**src/rtl/uvs_pkg.sv**
```systemverilog
package uvs_pkg;

    localparam int DIV_STEPS   = 40;
    localparam int THETA_STEPS = 39;
    localparam int TEX_TAP     = 23;
    localparam int POST_STAGES = 6;

    localparam logic [1:0] REG_RADIUS = 2'd0;
    localparam logic [1:0] REG_RINGS  = 2'd1;
    localparam logic [1:0] REG_SECTS  = 2'd2;

    localparam logic signed [31:0] GAIN_Q30 = 32'sd652032874;

    typedef struct packed {
        logic [8:0]  rem;
        logic [31:0] quot;
        logic [7:0]  num;
        logic [16:0] tex;
    } div_word_t;

    typedef struct packed {
        logic signed [31:0] x;
        logic signed [31:0] y;
        logic signed [31:0] z;
        logic [1:0]         q;
    } cordic_word_t;

    typedef struct packed {
        logic [15:0] corner_a;
        logic [15:0] corner_b;
        logic [15:0] corner_c;
        logic [15:0] corner_d;
        logic [16:0] tex_u;
        logic [16:0] tex_v;
    } side_t;

    function automatic logic [31:0] atan_turn(input int unsigned idx);
        logic [31:0] v;
        unique case (idx)
            0:  v = 32'd536870912;
            1:  v = 32'd316933406;
            2:  v = 32'd167458907;
            3:  v = 32'd85004756;
            4:  v = 32'd42667331;
            5:  v = 32'd21354465;
            6:  v = 32'd10679838;
            7:  v = 32'd5340245;
            8:  v = 32'd2670163;
            9:  v = 32'd1335087;
            10: v = 32'd667544;
            11: v = 32'd333772;
            12: v = 32'd166886;
            13: v = 32'd83443;
            14: v = 32'd41722;
            15: v = 32'd20861;
            16: v = 32'd10430;
            17: v = 32'd5215;
            18: v = 32'd2608;
            19: v = 32'd1304;
            20: v = 32'd652;
            21: v = 32'd326;
            22: v = 32'd163;
            23: v = 32'd81;
            default: v = 32'd0;
        endcase
        return v;
    endfunction

endpackage

```
**src/rtl/uvs_div_cell.sv**
```systemverilog
module uvs_div_cell
    import uvs_pkg::*;
#(
    parameter bit PASS = 1'b0,
    parameter bit TAP  = 1'b0
)
(
    input  logic      clk,
    input  logic      en,
    input  logic [8:0] dvsr,
    input  div_word_t din,
    output div_word_t dout
);

    div_word_t   w_next;
    logic [9:0]  t;
    logic        ge;
    logic [9:0]  rsum;
    logic [17:0] tsum;

    always_comb
    begin
        w_next = din;
        t      = {din.rem, din.num[7]};
        ge     = (t >= {1'b0, dvsr});
        if (!PASS)
        begin
            w_next.rem  = ge ? 9'(t - {1'b0, dvsr}) : t[8:0];
            w_next.quot = {din.quot[30:0], ge};
            w_next.num  = {din.num[6:0], 1'b0};
        end
        rsum = {1'b0, w_next.rem} + {1'b0, (dvsr >> 1)};
        tsum = {1'b0, w_next.quot[16:0]} + 18'(rsum >= {1'b0, dvsr});
        if (TAP)
        begin
            if ((w_next.quot[23:17] != '0) || tsum[17])
                w_next.tex = '1;
            else
                w_next.tex = tsum[16:0];
        end
    end

    always_ff @(posedge clk)
    begin
        if (en)
            dout <= w_next;
    end

endmodule

```
**config.mk**
```make
export PLATFORM = sky130hd
export DESIGN_NAME = uvs_div_cell
export DESIGN_NICKNAME = d
export VERILOG_FILES = /design/src/rtl/uvs_pkg.sv /design/src/rtl/uvs_div_cell.sv
export SDC_FILE = /design/constraint.sdc
export NUM_CORES = 1
export LEC_CHECK = 0
export BUFFER_PORTS_ARGS = -buffer_cell sky130_fd_sc_hd__buf_4
export CAP_MARGIN = 20
export CELL_PAD_IN_SITES_DETAIL_PLACEMENT = 1
export CELL_PAD_IN_SITES_GLOBAL_PLACEMENT = 2
export CORE_UTILIZATION = 28
export CTS_CLUSTER_SIZE = 12
export DETAILED_ROUTE_END_ITERATION = 8
export GPL_TIMING_DRIVEN = 0
export PLACE_DENSITY = 0.77
export SLEW_MARGIN = 20
export SYNTH_ARGS = -nofsm -noshare
export SYNTH_HDL_FRONTEND = slang
export SYNTH_SLANG_ARGS = --single-unit
```
**constraint.sdc**
```tcl
create_clock -name clk -period 3.8 [get_ports clk]
set_input_delay 1.14 -clock clk [delete_from_list [all_inputs] [get_ports clk]]
set_output_delay 1.14 -clock clk [all_outputs]
set_load 0.1 [all_outputs]
```
==> flow_summary.yaml <==
yosys:
  yosys.area.top_type: "edfxtp_1"
  synth_ff_type: "edfxtp_1"
  yosys_warnings: 0
  syn_area_per_cell_um2: 17.2
  synth_top_area_share_pct: 74.0
  syn_nets: 240
  synthTopCellsByArea: "edfxtp_1 74%, ha_1 4.3%, inv_1 1.7%, mux2_4 1.7%, a21oi_1 1.1%"
  syn-instance-count: 153
  synthDistinctLibCells: 44
  syn_area_um2: 2640
  synth_edf_count: 65
  ys_ff_latch: 65
  seq_area_frac_synth_pct: 74.0
  synthArstFlopShare_pct: 0
finish:
  diodes: 0
  syn_to_final_growth_pct: 53.1
  utilization_pct: 43.9
  largest_register: "dout"
  layout_common_cells: "141 x buf_4, 65 x edfxtp_1, 12 x inv_1, 9 x ha_1, 9 x clkbuf_8"
  layout_commonest_cell: "buf_4"
  drive_gt1_share_pct: 54.4
  largest_reg_flops: 65
  top_regs: "dout: 65 flops"
  fin_nets: 391
detailed_routing:
  wl_per_cell_um: 16.2
  via_count: 1912
  ant_nets: 0
  viasPerCell: 4.55
  drt_first_pass_iters: 4
  routed_wirelength_um: 6790
  drt_iter0_markers: 79
  drc_errors: 0
setup_path:
  cp_max_fo: 7
  critPathKind: "in -> reg"
  crit_path_max_incr_delay_ns: 0.44
  cp.arrival_ns: 3.35
  end_kind: "flop"
  cp_slowest_cell: "fa_1"
  crit_top_cell: "inv_1"
  path_buf_inv: 4
  worstPathCellList: "buf_4 > inv_1 > ha_1 > inv_1 > fa_1 > a211oi_2 > o21ai_2 > a211oi_4 > inv_4 > mux2_4"
  worst_setup_path_start_kind: "input port"
  crit_family: "compound AO/OA/AOI/OAI gates"
  cp.required_ns: 3.88
clock_tree:
  cts_root_buffer: "clkbuf_8"
  cts.sinks: 65
  cts_setup_buffers: 0
  cts-resized-gates: 0
  numCtsBuffers: 9
  cts-htree-levels: 3
  clkSlewWorstSetupHoldPaths_ns: 0.07
  clockBufferDepth: 2
  cts_tree: "done"
  cts_hold_buf: 0
die:
  core_area_um2: 9200
  start_util_pct: 28.7
  ioPinCount: 143
  fp.dieH_um: 99.0
  die-area_um2: 9810
  rows: 35
  dieWidth_um: 99.0
sta:
  hold_viol: 0
  setup_tns_ns: 0
  worst_pin_slew_ns: 0.802
  final_max_slew_viol_count: 0
  finalCriticalPeriod_ns: 3.27
  fmax_mhz: 306
  rsz0062_at_grt: "no"
  maxSlewHeadroom_pct: 46.5
  setup_viol: 0
  period_share_pct: 86.0
global_routing:
  grt_pass1_vias: 1845
  grt.busiest_layer: "met2"
  track_usage_pct: 13.9
  grt_max_degree: 66
  grt_first_pass_wirelength_um: 9970
  met2_usage_pct: 22.9
  gr-total-overflow: 0
  antenna_found_initial: 0
  grtUsageMet1_pct: 15.8
  grtUsageMet3_pct: 5.82
place:
  port_buffers: 140
  gp_congestion: 0.726
  hpwl_um: 5210
run:
  cap_violations: 0
hold_path:
  min_path_type: "in -> reg"
pwr:
  total_leakage_power_uw: 0.00174
  peakVddDrop_v: 0.000170
  power_density_nw_per_um2: 558
outcome:
  status: "complete, no violations"
[routing by layer]
| layer | wire, um | up-vias |
|---|---|---|
| li1 | - | 901 |
| met1 | 2750 | 913 |
| met2 | 3310 | 90 |
| met3 | 633 | 8 |
| met4 | 97 | 0 |
| met5 | 0 | - |
[cell families (layout without fill, tap and decap cells)]
family / Yosys count / in the layout / share of synthesized area, %
other: 1 / 1 / 0.142
buffers and inverters: 18 / 174 / 3.13
AO/OA/AOI/OAI: 33 / 33 / 10.1
adder cells (fa/ha/maj): 10 / 10 / 5.03
flip-flops: 65 / 65 / 74.0
multiplexers: 6 / 6 / 2.89
XOR/XNOR: 3 / 3 / 0.997
AND/OR/NAND/NOR: 17 / 17 / 3.70
[cell usage after synthesis, types with 2 or more instances]
cell type,n
o211ai_1,4
nand2b_1,3
nand3_1,2
a211oi_1,2
nor2_1,2
ha_1,9
mux2i_1,2
edfxtp_1,65
clkbuf_1,2
inv_1,12
o31ai_1,2
mux2_4,3
xnor2_1,2
nand2_1,4
a211o_1,2
a21o_1,3
a21oi_1,6
a2111oi_0,2
[area by class of cell]
type,count,area [um^2]
tap,111,139
timing repair buffer,140,1050
buffer,5,31.3
fill,973,5160
multi-input combinational,70,602
inverter,13,51.3
sequential,65,1950
clock buffer,10,128
clock inverter,6,82.6
[through the flow]
step / total power [uW] / cells / setup WS, ns / cell area, um^2 / hold WS, ns
final: 2250 / 420 / 0.532 / 4040 / 0.977
after global routing: 2330 / 420 / 0.400 / 4040 / 0.954
after CTS: 2280 / 420 / 0.512 / 4040 / 0.959
after detailed placement: 1650 / 404 / 0.168 / 3830 / 1.32
after global placement: 1650 / 404 / 0.184 / 3830 / 1.32
after floorplan: 1460 / 153 / 0.575 / 2640 / 1.24
[final timing paths]
kind | startpoint | end | slack [ns] | cells past startpoint
setup / recovery | din[24] | dout[59]$_DFFE_PP_ | 0.53 | 10
hold / removal | din[25] | dout[26]$_DFFE_PP_ | 0.98 | 1
[power breakdown]
part	switching [uW]	internal (uW)
Sequential	17.6	864
Combinational	574	178
Clock	253	366
Total	845	1410
(Power assumes the default switching activity.)
