===== config.mk =====
export PLATFORM = sky130hd
export DESIGN_NAME = uvs_cordic_cell
export DESIGN_NICKNAME = d
export VERILOG_FILES = /design/src/rtl/uvs_pkg.sv /design/src/rtl/uvs_cordic_cell.sv
export SDC_FILE = /design/constraint.sdc
export NUM_CORES = 1
export LEC_CHECK = 0
export BUFFER_PORTS_ARGS = -buffer_cell sky130_fd_sc_hd__clkbuf_2
export CAP_MARGIN = 20
export CORE_ASPECT_RATIO = 1.1
export CORE_MARGIN = 4
export CORE_UTILIZATION = 40
export CTS_CLUSTER_DIAMETER = 40
export DETAILED_ROUTE_END_ITERATION = 8
export GPL_TIMING_DRIVEN = 0
export PLACE_DENSITY = 0.63
export SYNTH_ARGS = -nofsm -noshare
export SYNTH_HDL_FRONTEND = slang
export SYNTH_SLANG_ARGS = --single-unit

===== constraint.sdc =====
create_clock -name clk -period 4.7 [get_ports clk]
set_clock_uncertainty 0.05 [all_clocks]
set_input_delay 0.235 -clock clk [delete_from_list [all_inputs] [get_ports clk]]
set_output_delay 0.235 -clock clk [all_outputs]
set_load 0.03 [all_outputs]

===== src/rtl/uvs_pkg.sv =====
package uvs_pkg;

    localparam int DIV_STEPS   = 40;
    localparam int THETA_STEPS = 39;
    localparam int TEX_TAP     = 23;
    localparam int POST_STAGES = 6;

    localparam logic [1:0] REG_RADIUS = 2'd0;
    localparam logic [1:0] REG_RINGS  = 2'd1;
    localparam logic [1:0] REG_SECTS  = 2'd2;

    localparam logic signed [31:0] GAIN_Q30 = 32'sd652032874;

    typedef struct packed {
        logic [8:0]  rem;
        logic [31:0] quot;
        logic [7:0]  num;
        logic [16:0] tex;
    } div_word_t;

    typedef struct packed {
        logic signed [31:0] x;
        logic signed [31:0] y;
        logic signed [31:0] z;
        logic [1:0]         q;
    } cordic_word_t;

    typedef struct packed {
        logic [15:0] corner_a;
        logic [15:0] corner_b;
        logic [15:0] corner_c;
        logic [15:0] corner_d;
        logic [16:0] tex_u;
        logic [16:0] tex_v;
    } side_t;

    function automatic logic [31:0] atan_turn(input int unsigned idx);
        logic [31:0] v;
        unique case (idx)
            0:  v = 32'd536870912;
            1:  v = 32'd316933406;
            2:  v = 32'd167458907;
            3:  v = 32'd85004756;
            4:  v = 32'd42667331;
            5:  v = 32'd21354465;
            6:  v = 32'd10679838;
            7:  v = 32'd5340245;
            8:  v = 32'd2670163;
            9:  v = 32'd1335087;
            10: v = 32'd667544;
            11: v = 32'd333772;
            12: v = 32'd166886;
            13: v = 32'd83443;
            14: v = 32'd41722;
            15: v = 32'd20861;
            16: v = 32'd10430;
            17: v = 32'd5215;
            18: v = 32'd2608;
            19: v = 32'd1304;
            20: v = 32'd652;
            21: v = 32'd326;
            22: v = 32'd163;
            23: v = 32'd81;
            default: v = 32'd0;
        endcase
        return v;
    endfunction

endpackage


===== src/rtl/uvs_cordic_cell.sv =====
module uvs_cordic_cell
    import uvs_pkg::*;
#(
    parameter int STAGE = 0
)
(
    input  logic         clk,
    input  logic         en,
    input  cordic_word_t din,
    output cordic_word_t dout
);

    cordic_word_t       w_next;
    logic signed [31:0] dx;
    logic signed [31:0] dy;
    logic signed [31:0] at;

    always_comb
    begin
        dx     = din.y >>> STAGE;
        dy     = din.x >>> STAGE;
        at     = signed'(atan_turn(STAGE));
        w_next = din;
        if (!din.z[31])
        begin
            w_next.x = din.x - dx;
            w_next.y = din.y + dy;
            w_next.z = din.z - at;
        end
        else
        begin
            w_next.x = din.x + dx;
            w_next.y = din.y - dy;
            w_next.z = din.z + at;
        end
    end

    always_ff @(posedge clk)
    begin
        if (en)
            dout <= w_next;
    end

endmodule


==> flow_summary.toml <==
[cells_and_area]
drive_above_1_share_pct = 23.11
insertedDiodeCount = 0
layout.nets = 1344
final_core_util_pct = 49.69
seq_area_sq_mm = 0.002913
syn2layout_area_growth_pct = 22.06
largest_reg_flops = 97
top_register = "dout"
multiInputGateArea_sq_mm = 0.004926
reg_top3 = "dout (97)"
fin_area_sq_mm = 0.01026
fill_cells = 1994

[min_path]
holdPathEnd = "dout[30]"
hold_start = "din[30]"
hold_depth = 1
hp-class = "primary input to flop"

[detailed_routing]
detail-route-antenna-nets = 0
routed_via_density = 5.557
firstDrtPassIters = 7
drc_errors = 0
first_iter_violations = 615
drt-total-wl_um = 27370
routedWlPerCell_um = 19.45
via_count = 7819

[placement]
numPortBuffers = 196
dpl_cell_area_sq_mm = 0.009736
gp_congestion = 0.9354
dp_hpwl_um = 21470

[die]
dieArea_sq_mm = 0.02340
die_height_um = 160.0
pin_count = 198
rows = 55
initial_core_util_pct = 40.71
die_w_um = 146.2
coreArea_sq_mm = 0.02064

[critical_path]
path_cells = "clkbuf_2, inv_1, ha_1, buf_1, nor4_1, o21ai_0, o21bai_1, a21boi_1, o41ai_2, o21ai_0, xor2_1"
cpLargestDelayFamily = "compound AO/OA/AOI/OAI gates"
cp_max_fo = 10
cp.arrival_ns = 3.26
cp.buffers_inverters = 3
end_kind = "flop"
path_depth = 11
required_ns = 4.73
cp-start-kind = "primary input"
crit_type = "primary input to flop"
slowest_stage = "nor4_1"
cpPeakStageDelay_ns = 0.74
path_common_cell = "o21ai_0"

[global_route]
grt_usage_pct = 22.56
grt_pass1_wl_um = 42090
grt_max_degree = 67
grt_pass1_vias = 7685
overflow = 0
antenna_found_initial = 0

[timing]
setup_viol_count_final = 0
max_freq_ghz = 0.3099
tightest_slew_ns = 0.9083
min_period_ns = 3.227
totalNegativeSetupSlack_ns = 0
max_slew_margin_pct = 39.45
maxSlewViolCount = 0
fin_crit_sh_pct = 68.66
holdWs_ns = 0.01656
finalHoldViolations = 0
rsz0062_at_grt = "no"

[synthesis]
yosysWarnings = 0
seq_area_frac_synth_pct = 34.66
synth_cell_type_count = 81
yosysTopAreaCell = "edfxtp_1"
synth_most_common_cell = "a21oi_1"
synth_top_flop_cell = "edfxtp_1"
synth.cell_area_sq_mm = 0.008404
synth_nets = 1113
syn_area_per_cell_sq_um = 9.185
yosys-top-cells-count = "101 x a21oi_1, 97 x edfxtp_1, 94 x ha_1, 90 x inv_1, 78 x nor2_1"
synth-seq-cells = 97
synth-edff-count = 97
synthTopCellsByArea = "edfxtp_1 35%, ha_1 14%, a21oi_1 6.0%, xnor2_1 5.2%, inv_1 4.0%"
yosysTopAreaCellShare_pct = 34.66
netlist_instances = 915
async_flop_share_pct = 0

[clock_tree]
htree_levels = 3
clk_pin_slew_ns = 0.07
cts_buffer_depth = 2
cts.sinks = 97
cts_buffers = 9
post_cts_buffers = 0
cts_tree = "built"
root_buffer = "clkbuf_16"

[pwr]
ir_worst_vdd_mv = 0.2059
p_leak_nw = 4.578
p_per_area_mw_per_mm2 = 308.2

[status]
status = "completed"

[flow_run]
maxCapViolations = 0
-- area by class of cell --
class	instances	share of cell area, %
Clock buffer	9	2.195
Buffer	41	1.927
Sequential cell	97	28.39
Tap cell	256	3.122
Multi-Input combinational cell	679	48.02
Inverter	98	3.586
Clock inverter	7	0.6586
Timing Repair Buffer	220	12.10
-- metrics by stage --
| stage | instances | total power, W | worst slack, ns |
|---|---|---|---|
| floorplan | 915 | 0.001999 | 2.051 |
| global placement | 1367 | 0.002394 | 1.216 |
| detailed placement | 1368 | 0.002401 | 1.233 |
| CTS | 1407 | 0.003175 | 1.590 |
| global route | 1407 | 0.003324 | 1.126 |
| finish | 1407 | 0.003161 | 1.473 |
-- what timing repair did --
action | 4_1_cts | 5_1_grt
hold buffers | 23 | 0
endpoints found under the setup margin | 0 | 0
endpoints found under the hold margin | 23 | 0
gates resized for setup | 0 | 0
-- worst max-delay path by stage --
stage,endpoint,start
global placement,dout[95],din[38]
detailed placement,dout[95],din[38]
floorplan,dout[64],din[37]
CTS,dout[95],din[38]
global route,dout[54],din[47]
finish,dout[54],din[47]
-- per-layer routing --
metal / track usage, % / vias to the layer above / share of wire [%]
met5: 0 / - / 0
met4: 5.774 / 0 / 2.1
met3: 3.434 / 39 / 6.4
met2: 38.68 / 317 / 48
met1: 29.89 / 3715 / 44
li1: - / 3748 / -
-- placed cells by master, fill, tap and decap left out, types with 4 or more instances in the layout --
master,n
a21boi_0,4
o21ai_0,51
a211o_1,4
inv_1,90
mux2i_1,12
dlygate4sd3_1,23
nand2b_1,10
nand4_1,10
nand3_1,13
fa_1,4
inv_2,7
or3_1,7
buf_4,8
a211oi_1,10
nand2_1,46
and3_1,4
clkbuf_1,20
buf_2,11
a21oi_1,101
o21ai_1,11
o211ai_1,10
nor3_1,10
xnor2_1,50
edfxtp_1,97
nor4_1,7
a31oi_1,8
xor2_1,10
clkbuf_2,195
clkbuf_16,9
nor2_1,78
o21bai_1,13
o2111ai_1,4
o21a_1,11
ha_1,94
o31ai_1,9
a21o_1,10
nor2b_1,7
-- kinds of logic after synthesis --
family / count (synthesis) / synth area share [%]
XOR/XNOR: 60 / 6.253
flip-flops: 97 / 34.66
AND/OR/NAND/NOR: 213 / 12.25
buffers and inverters: 139 / 6.729
adder cells (fa/ha/maj): 98 / 14.95
AO/OA/AOI/OAI: 296 / 23.73
multiplexers: 12 / 1.429
-- report_power, final --
group,internal [W],total [W],switching (W)
Combinational,0.000414,0.00127,0.000853
Sequential,0.00111,0.00114,0.0000332
Clock,0.000412,0.000750,0.000338
(Power assumes the default switching activity.)
